## src/hdl/cts_pkg.sv

```systemverilog
// Shared types and constants of the configurable token splitter.
`default_nettype none
package cts_pkg;

    // Configuration register indexes
    localparam logic [2:0] CFG_SPACE_CHARS = 3'd0;
    localparam logic [2:0] CFG_SPACE_COUNT = 3'd1;
    localparam logic [2:0] CFG_OPEN_CHARS  = 3'd2;
    localparam logic [2:0] CFG_OPEN_COUNT  = 3'd3;
    localparam logic [2:0] CFG_CLOSE_CHARS = 3'd4;
    localparam logic [2:0] CFG_CLOSE_COUNT = 3'd5;
    localparam logic [2:0] CFG_MAX_LENGTH  = 3'd6;

    // Reset contents: whitespace " \f\n\r\t\v", no comment starts, stops "\n\r"
    localparam logic [63:0] RST_SPACE_CHARS = 64'd12133501373472;
    localparam logic [3:0]  RST_SPACE_COUNT = 4'd6;
    localparam logic [63:0] RST_OPEN_CHARS  = 64'd0;
    localparam logic [3:0]  RST_OPEN_COUNT  = 4'd0;
    localparam logic [63:0] RST_CLOSE_CHARS = 64'd3338;
    localparam logic [3:0]  RST_CLOSE_COUNT = 4'd2;
    localparam logic [7:0]  RST_MAX_LENGTH  = 8'd255;

    localparam int QUEUE_DEPTH = 4;

    typedef enum logic [1:0] {
        MODE_SKIP    = 2'd0,
        MODE_COMMENT = 2'd1,
        MODE_TOKEN   = 2'd2
    } t_mode;

    typedef enum logic [1:0] {
        KIND_BYTE = 2'd0,
        KIND_END  = 2'd1,
        KIND_CUT  = 2'd2,
        KIND_EOI  = 2'd3
    } t_kind;

    typedef struct packed {
        logic [63:0] space_chars;
        logic [3:0]  space_count;
        logic [63:0] open_chars;
        logic [3:0]  open_count;
        logic [63:0] close_chars;
        logic [3:0]  close_count;
        logic [7:0]  max_length;
    } t_cfg;

    // One queued action. A pair is a cut followed by the byte that opens the
    // next token; len then holds the cut length and kind is not used.
    typedef struct packed {
        logic       pair;
        t_kind      kind;
        logic [7:0] chr;
        logic [7:0] len;
    } t_entry;

    typedef struct packed {
        logic full;
        logic empty;
    } t_queue_status;

endpackage
`default_nettype wire

```

## src/hdl/configurable_token_splitter.sv

```systemverilog
// Top level of the configurable token splitter: configuration registers and wiring.
//
// Usage: one text byte per request enters on the input channel (i_in_valid,
// o_in_stall, i_in_byte, i_end_of_input). Results leave on the output channel
// (o_out_valid, i_out_stall, o_kind, o_token_char, o_token_length). A request
// is taken at a clock edge where valid is high and stall is low.
// Each byte yields zero, one or two results; a cut at the length limit gives
// two (the cut, then the byte that opens the new token).
// A taken byte passes into the action queue, then into the output register.
// Throughput: one byte per cycle while results keep up; a cut adds a second
// result, absorbed by the four-entry queue when cuts are sparse, while a run
// of cuts (limit of one) stalls the input once the queue is full.
// When the receiver stalls, the output holds and the queue fills; o_in_stall
// rises only when the queue is full. Comment bytes, and separator bytes outside a
// token, yield no result at all.
// Reset (synchronous, active low) empties the queue, drops any result,
// returns to the skipping mode and loads the default character sets.
// Configuration is written through i_cfg_we, i_cfg_index and i_cfg_data,
// one register per cycle; the user must write it only while the block is
// idle, and the block itself does not enforce this.
`default_nettype none
module configurable_token_splitter
    import cts_pkg::*;
#(
    parameter int SET_SLOTS = 8
) (
    input  wire logic        i_clk,
    input  wire logic        i_rst_n,
    input  wire logic        i_cfg_we,
    input  wire logic [2:0]  i_cfg_index,
    input  wire logic [63:0] i_cfg_data,
    input  wire logic        i_in_valid,
    output logic             o_in_stall,
    input  wire logic [7:0]  i_in_byte,
    input  wire logic        i_end_of_input,
    output logic             o_out_valid,
    input  wire logic        i_out_stall,
    output logic [1:0]       o_kind,
    output logic [7:0]       o_token_char,
    output logic [7:0]       o_token_length
);

    t_cfg          r_cfg;
    t_entry        w_entry, w_head;
    t_queue_status w_queue;
    logic          w_push, w_pop;

    always_ff @(posedge i_clk) begin
        if (!i_rst_n) begin
            r_cfg.space_chars <= RST_SPACE_CHARS;
            r_cfg.space_count <= RST_SPACE_COUNT;
            r_cfg.open_chars  <= RST_OPEN_CHARS;
            r_cfg.open_count  <= RST_OPEN_COUNT;
            r_cfg.close_chars <= RST_CLOSE_CHARS;
            r_cfg.close_count <= RST_CLOSE_COUNT;
            r_cfg.max_length  <= RST_MAX_LENGTH;
        end else if (i_cfg_we) begin
            case (i_cfg_index)
                CFG_SPACE_CHARS: r_cfg.space_chars <= i_cfg_data;
                CFG_SPACE_COUNT: r_cfg.space_count <= i_cfg_data[3:0];
                CFG_OPEN_CHARS:  r_cfg.open_chars  <= i_cfg_data;
                CFG_OPEN_COUNT:  r_cfg.open_count  <= i_cfg_data[3:0];
                CFG_CLOSE_CHARS: r_cfg.close_chars <= i_cfg_data;
                CFG_CLOSE_COUNT: r_cfg.close_count <= i_cfg_data[3:0];
                CFG_MAX_LENGTH:  r_cfg.max_length  <= i_cfg_data[7:0];
                default: ;
            endcase
        end
    end

    cts_front #(
        .SET_SLOTS(SET_SLOTS)
    ) u_front (
        .i_clk          (i_clk),
        .i_rst_n        (i_rst_n),
        .i_cfg          (r_cfg),
        .i_in_valid     (i_in_valid),
        .o_in_stall     (o_in_stall),
        .i_in_byte      (i_in_byte),
        .i_end_of_input (i_end_of_input),
        .i_queue        (w_queue),
        .o_push         (w_push),
        .o_entry        (w_entry)
    );

    cts_queue #(
        .DEPTH(QUEUE_DEPTH)
    ) u_queue (
        .i_clk    (i_clk),
        .i_rst_n  (i_rst_n),
        .i_push   (w_push),
        .i_entry  (w_entry),
        .i_pop    (w_pop),
        .o_head   (w_head),
        .o_status (w_queue)
    );

    cts_back u_back (
        .i_clk          (i_clk),
        .i_rst_n        (i_rst_n),
        .i_head         (w_head),
        .i_queue        (w_queue),
        .o_pop          (w_pop),
        .o_out_valid    (o_out_valid),
        .i_out_stall    (i_out_stall),
        .o_kind         (o_kind),
        .o_token_char   (o_token_char),
        .o_token_length (o_token_length)
    );

endmodule
`default_nettype wire

```

## src/hdl/cts_front.sv

```systemverilog
// Front end: classifies each text byte and tracks token and comment state.
`default_nettype none
module cts_front
    import cts_pkg::*;
#(
    parameter int SET_SLOTS = 8
) (
    input  wire logic          i_clk,
    input  wire logic          i_rst_n,
    input  wire t_cfg          i_cfg,
    input  wire logic          i_in_valid,
    output logic               o_in_stall,
    input  wire logic [7:0]    i_in_byte,
    input  wire logic          i_end_of_input,
    input  wire t_queue_status i_queue,
    output logic               o_push,
    output t_entry             o_entry
);

    t_mode      r_mode, n_mode;
    logic [7:0] r_count, n_count;
    logic       w_accept, w_has_entry;
    logic       w_ws, w_open, w_close;
    logic [7:0] w_limit;

    function automatic logic set_match(input logic [63:0] chars, input logic [3:0] count,
                                       input logic [7:0] b);
        logic hit;
        hit = 1'b0;
        for (int k = 0; k < SET_SLOTS; k++) begin
            if ((4'(k) < count) && (chars[8*k +: 8] == b)) begin
                hit = 1'b1;
            end
        end
        return hit;
    endfunction

    assign o_in_stall = i_queue.full;
    assign w_accept   = i_in_valid && !i_queue.full;
    assign o_push     = w_accept && w_has_entry;

    assign w_ws    = set_match(i_cfg.space_chars, i_cfg.space_count, i_in_byte);
    assign w_open  = !w_ws && set_match(i_cfg.open_chars, i_cfg.open_count, i_in_byte);
    assign w_close = set_match(i_cfg.close_chars, i_cfg.close_count, i_in_byte);
    assign w_limit = (i_cfg.max_length == 8'd0) ? 8'd1 : i_cfg.max_length;

    always_ff @(posedge i_clk) begin
        if (!i_rst_n) begin
            r_mode  <= MODE_SKIP;
            r_count <= 8'd0;
        end else if (w_accept) begin
            r_mode  <= n_mode;
            r_count <= n_count;
        end
    end

    always_comb begin
        n_mode        = r_mode;
        n_count       = r_count;
        w_has_entry   = 1'b0;
        o_entry.pair  = 1'b0;
        o_entry.kind  = KIND_BYTE;
        o_entry.chr   = 8'd0;
        o_entry.len   = 8'd0;
        if (i_end_of_input) begin
            w_has_entry = 1'b1;
            if (r_mode == MODE_TOKEN) begin
                o_entry.kind = KIND_END;
                o_entry.len  = r_count;
            end else begin
                o_entry.kind = KIND_EOI;
            end
            n_mode  = MODE_SKIP;
            n_count = 8'd0;
        end else begin
            case (r_mode)
                MODE_COMMENT: begin
                    if (w_close) begin
                        n_mode = MODE_SKIP;
                    end
                end
                MODE_TOKEN: begin
                    w_has_entry = 1'b1;
                    if (w_ws || w_open) begin
                        o_entry.kind = KIND_END;
                        o_entry.len  = r_count;
                        n_count      = 8'd0;
                        n_mode       = w_open ? MODE_COMMENT : MODE_SKIP;
                    end else if (r_count < w_limit) begin
                        n_count      = r_count + 8'd1;
                        o_entry.chr  = i_in_byte;
                        o_entry.len  = r_count + 8'd1;
                    end else begin
                        // Token full: cut it, this byte opens the next token.
                        o_entry.pair = 1'b1;
                        o_entry.chr  = i_in_byte;
                        o_entry.len  = r_count;
                        n_count      = 8'd1;
                    end
                end
                default: begin
                    if (w_ws) begin
                        n_mode = MODE_SKIP;
                    end else if (w_open) begin
                        n_mode = MODE_COMMENT;
                    end else begin
                        n_mode       = MODE_TOKEN;
                        n_count      = 8'd1;
                        w_has_entry  = 1'b1;
                        o_entry.chr  = i_in_byte;
                        o_entry.len  = 8'd1;
                    end
                end
            endcase
        end
    end

endmodule
`default_nettype wire

```

## src/hdl/cts_queue.sv

```systemverilog
// Short register queue between the front end and the output stage.
`default_nettype none
module cts_queue
    import cts_pkg::*;
#(
    parameter int DEPTH = 4
) (
    input  wire logic    i_clk,
    input  wire logic    i_rst_n,
    input  wire logic    i_push,
    input  wire t_entry  i_entry,
    input  wire logic    i_pop,
    output t_entry       o_head,
    output t_queue_status o_status
);

    localparam int PW = (DEPTH > 1) ? $clog2(DEPTH) : 1;
    localparam int CW = $clog2(DEPTH + 1);

    t_entry        r_mem [DEPTH];
    logic [PW-1:0] r_wr_ptr, r_rd_ptr;
    logic [CW-1:0] r_count;

    function automatic logic [PW-1:0] ptr_inc(input logic [PW-1:0] p);
        return (p == PW'(DEPTH - 1)) ? '0 : p + PW'(1);
    endfunction

    assign o_head         = r_mem[r_rd_ptr];
    assign o_status.full  = (r_count == CW'(DEPTH));
    assign o_status.empty = (r_count == '0);

    always_ff @(posedge i_clk) begin
        if (i_push) begin
            r_mem[r_wr_ptr] <= i_entry;
        end
    end

    always_ff @(posedge i_clk) begin
        if (!i_rst_n) begin
            r_wr_ptr <= '0;
            r_rd_ptr <= '0;
            r_count  <= '0;
        end else begin
            if (i_push) begin
                r_wr_ptr <= ptr_inc(r_wr_ptr);
            end
            if (i_pop) begin
                r_rd_ptr <= ptr_inc(r_rd_ptr);
            end
            if (i_push && !i_pop) begin
                r_count <= r_count + CW'(1);
            end else if (i_pop && !i_push) begin
                r_count <= r_count - CW'(1);
            end
        end
    end

endmodule
`default_nettype wire

```

## src/hdl/cts_back.sv

```systemverilog
// Output stage: turns queued actions into requests on the result channel.
`default_nettype none
module cts_back
    import cts_pkg::*;
(
    input  wire logic          i_clk,
    input  wire logic          i_rst_n,
    input  wire t_entry        i_head,
    input  wire t_queue_status i_queue,
    output logic               o_pop,
    output logic               o_out_valid,
    input  wire logic          i_out_stall,
    output logic [1:0]         o_kind,
    output logic [7:0]         o_token_char,
    output logic [7:0]         o_token_length
);

    logic       r_valid, n_valid;
    logic       r_second, n_second;
    t_kind      r_kind, n_kind;
    logic [7:0] r_chr, n_chr;
    logic [7:0] r_len, n_len;
    logic       w_load;

    assign w_load = !r_valid || !i_out_stall;

    always_comb begin
        n_valid  = r_valid;
        n_second = r_second;
        n_kind   = r_kind;
        n_chr    = r_chr;
        n_len    = r_len;
        o_pop    = 1'b0;
        if (w_load) begin
            n_valid = !i_queue.empty;
            if (!i_queue.empty) begin
                if (i_head.pair && !r_second) begin
                    // First half of a cut; the entry stays for the byte.
                    n_kind   = KIND_CUT;
                    n_chr    = 8'd0;
                    n_len    = i_head.len;
                    n_second = 1'b1;
                end else if (i_head.pair) begin
                    n_kind   = KIND_BYTE;
                    n_chr    = i_head.chr;
                    n_len    = 8'd1;
                    n_second = 1'b0;
                    o_pop    = 1'b1;
                end else begin
                    n_kind = i_head.kind;
                    n_chr  = i_head.chr;
                    n_len  = i_head.len;
                    o_pop  = 1'b1;
                end
            end
        end
    end

    always_ff @(posedge i_clk) begin
        if (!i_rst_n) begin
            r_valid  <= 1'b0;
            r_second <= 1'b0;
        end else begin
            r_valid  <= n_valid;
            r_second <= n_second;
        end
    end

    always_ff @(posedge i_clk) begin
        r_kind <= n_kind;
        r_chr  <= n_chr;
        r_len  <= n_len;
    end

    assign o_out_valid    = r_valid;
    assign o_kind         = r_kind;
    assign o_token_char   = r_chr;
    assign o_token_length = r_len;

endmodule
`default_nettype wire

```

## config.mk

```make
export PLATFORM = sky130hd
export DESIGN_NAME = configurable_token_splitter
export DESIGN_NICKNAME = d
export VERILOG_FILES = /design/src/hdl/cts_pkg.sv /design/src/hdl/configurable_token_splitter.sv /design/src/hdl/cts_front.sv /design/src/hdl/cts_queue.sv /design/src/hdl/cts_back.sv
export SDC_FILE = /design/constraint.sdc
export NUM_CORES = 1
export LEC_CHECK = 0
export BUFFER_PORTS_ARGS = -buffer_cell sky130_fd_sc_hd__buf_2
export CAP_MARGIN = 20
export CORE_ASPECT_RATIO = 0.6
export CORE_MARGIN = 2
export CORE_UTILIZATION = 40
export CTS_CLUSTER_DIAMETER = 100
export DETAILED_ROUTE_END_ITERATION = 10
export PLACE_DENSITY = 0.69
export SYNTH_ARGS = -nofsm -noshare
export SYNTH_HDL_FRONTEND = slang
export SYNTH_SLANG_ARGS = --single-unit
```

## constraint.sdc

```tcl
create_clock -name i_clk -period 4.85 [get_ports i_clk]
set_clock_uncertainty 0.15 [all_clocks]
set_input_delay 0.485 -clock i_clk [delete_from_list [all_inputs] [get_ports i_clk]]
set_output_delay 0.485 -clock i_clk [all_outputs]
set_load 0.01 [all_outputs]
```

==> out/qor.txt <==
status -> completed
Layout Nets -> 1751
Leak -> 0.006043 uW
Tcrit/Tclk final -> 79.94%
total power -> 6764 uW
CP endpoint kind -> flip-flop
area of the multi-input gates -> 7341 sq um
min cycle time layout -> 3877 ps
Mapped Cells -> 1587
max_cap viols -> 0
pwr dens -> 390.7 nW/um^2
Synth Register Bits -> 327
Fin Setup TNS -> 0 ps
Compound-Gate Fraction of Synth Area -> 11.74%
final instance area -> 17310 sq um
mean area per synthesized cell -> 9.698 sq um
Hold Crit Class -> in2reg
Netlist cell types -> 58
Startpoint Class -> input port
multiplexer share of the synthesized area -> 4.414%
clk slew on worst S/H paths -> 70 ps
sequential area share after synthesis -> 48.65%
post-synthesis adder-cell area fraction -> 1.512%
Port Buffer Count -> 100
Detailed Routing Iterations Pass 1 -> 5
largest net degree at the start of global routing -> 136
die height -> 155.9 um
Clk Latency, worst-skew pair -> 580 ps
pre-CTS setup slack -> 396.9 ps
cell row count -> 55
Area contributors post-synth -> dfxtp_1 (30%), edfxtp_1 (18%), nand2_1 (10%), a21boi_0 (8.6%), xnor2_1 (8.1%)
core footprint -> 37780 sq um
proportion of layout cells with a drive suffix above 1 -> 12.47%
maximum VDD drop -> 0.3244 mV
Initial Util -> 40.74%
ys flop type -> dfxtp_1
Synth Warn # -> 0
Simple-Gate Fraction of Synth Area -> 18.57%
fill count -> 3539
initial antenna violation count -> 7
Tightest Pin Transition -> 964.0 ps
critical-path maximum fanout -> 13
Max Fclk -> 257.9 MHz
CP required -> 5190 ps
cell accounting for the most synthesized area -> dfxtp_1
Pins Over Slew Limit -> 0
DIE AREA -> 40110 sq um
WL final -> 41230 um
H-tree depth -> 1
Crit Path Category -> in2reg
via count -> 11630
post-synth top area share -> 30.31%
hpwl dp -> 28530 um
drt via density -> 5.302
largest family of logic cells by synthesized area -> simple AND/OR/NAND/NOR gates
storage element area -> 7487 sq um
first-pass GRT wire length -> 64580 um
clock tree buffer depth -> 3
Iteration-0 DRC Markers -> 1209
Post-DRT Antenna Nets -> 0
total gr overflow -> 0
Post-synth EDFFs -> 94
wire per inst -> 18.79 um
Die Span X -> 257.2 um
Fin. Hold Viols -> 0
vias in the first global route -> 11290
CTS buffer count -> 30
Final Worst Setup Slack -> 973.1 ps
post-synth net total -> 1686
Critical Path AT -> 4220 ps
area grow syn2layout -> 12.48%
RSZ-0062 raised after global routing -> false
Global Route Usage Sum -> 20.45%
dpl cell area -> 16250 sq um
Clock Sinks -> 327
post-synthesis async set-or-reset flop share -> 0%
DRC Markers -> 0
I/O pins -> 101
CTS tree -> yes
final setup violation count -> 0
Post-Synth XOR/XNOR Area -> 11.21%
clock root buffer -> clkbuf_16
post-CTS setup buffers -> 0
Slew Limit Headroom -> 35.73%
GPL Wtd Cong -> 0.9220
post-synthesis cell area -> 15390 sq um
logic make-up (layout without fill, tap and decap cells):
group           after synthesis  after routing
buf+inv                     118            207
other cells                   0              5
compound gates              246            246
fa+ha+maj                    18             18
simple gates                637            637
mux                          44             44
xor+xnor                    197            197
flops                       327            327
sequential cells by signal, summed over array words and instances, names as in the netlist, named ones only:
name / count
u_queue.r_rd_ptr: 2
u_back.o_token_char: 8
u_front.r_mode: 2
r_cfg: 212
u_queue.r_wr_ptr: 2
u_front.r_count: 8
u_queue.r_mem: 76
u_queue.r_count: 3
u_back.o_kind: 2
u_back.r_second: 1
u_back.o_token_length: 8
u_back.o_out_valid: 1
layout make-up:
class,instances,area share (%)
diodes,5,0.07228
clock buffers,39,4.647
clock inverters,17,1.034
inverters,18,0.3903
multi-input cells,1142,42.40
flip-flops and latches,327,43.25
well taps,513,3.708
repair buffers,133,4.496
Yosys cell counts, types with 2 or more instances:
cell,count
nand3b_1,7
clkbuf_1,73
mux4_2,19
buf_4,11
and2_1,18
o31a_1,2
nand2b_1,3
nor3_1,13
nand4_1,35
a31oi_1,6
inv_1,18
nor2b_1,36
o2111ai_2,2
o21ai_1,6
edfxtp_1,94
or2_2,3
a21oi_1,9
buf_2,3
a22oi_1,4
nor3b_1,3
nand4b_1,3
xor2_1,54
a21boi_0,177
o211ai_1,12
nor4_1,18
buf_6,7
buf_8,4
nand2_1,424
nor2_1,24
nand3_1,37
nor4b_1,4
dfxtp_1,233
o22ai_1,4
a21o_1,4
mux2i_1,24
xnor2_1,143
a211oi_1,5
o21ai_0,9
ha_1,17
critical path, stage by stage:
cell and delay [ps]:
buf_2 350, buf_4 350, xor2_1 230, nor4_1 90, a211oi_1 430, o2111ai_2 310
nor4_1 300, o31a_1 340, ha_1 250, inv_1 70, fa_1 370, xor2_1 170
or3_1 290, a21boi_0 170
placed cells by master, fill, tap and decap left out, types with 6 or more instances in the layout:
master / count
nor3_1: 11
a21oi_1: 8
xnor2_1: 143
mux2i_1: 24
o21ai_0: 9
and2_1: 18
nor2b_1: 36
clkbuf_16: 30
o211ai_1: 12
buf_2: 99
dfxtp_1: 233
a21boi_0: 177
ha_1: 17
a31oi_1: 6
xor2_1: 54
nor2_1: 23
nand2_1: 422
nor4_1: 18
dlygate4sd3_1: 6
nand3b_1: 7
clkbuf_1: 7
edfxtp_1: 94
nand3_1: 36
inv_1: 18
buf_4: 27
mux4_2: 19
o21ai_1: 6
nand4_1: 35
where the power goes:
| part | switching [uW] | internal (uW) | leakage [uW] |
|---|---|---|---|
| sequential | 103 | 3090 | 0.00277 |
| combinational | 653 | 510 | 0.00279 |
| clock | 1080 | 1330 | 0.000476 |
| total | 1830 | 4930 | 0.00604 |
path summary, 6_finish.rpt:
kind | start | end | slack [ps] | cells after the start
setup / recovery | i_in_byte[2] | u_queue.r_count[2] | 970 | 14
hold / removal | i_cfg_data[8] | r_cfg[20] | 20 | 3
setup reg to reg | r_cfg[88] | u_queue.r_count[2] | 1030 | 13
hold reg to reg | r_cfg[149] | r_cfg[149] | 330 | 2
through the flow:
step                      hold slack [ps]  utilization (%)  cells
final                               24.62            45.82   2194
after detailed placement            322.8            43.01   2126
after global routing                14.39            45.81   2192
after CTS                           5.898            45.77   2188
after global placement              312.0            43.01   2126
after floorplan                     301.5                -   1587
per-layer routing:
layer	GRT usage [%]	routed length [um]
met3	4.012	3360
met1	30.53	19570
met4	4.125	645
met5	0	27
met2	30.59	17630
repair_timing:
item / 4_1_cts / 5_1_grt
resized for setup: 0 / 0
hold endpoints to repair: 6 / 0
hold buffers: 6 / 0
Power figures use the tool's default switching activity.
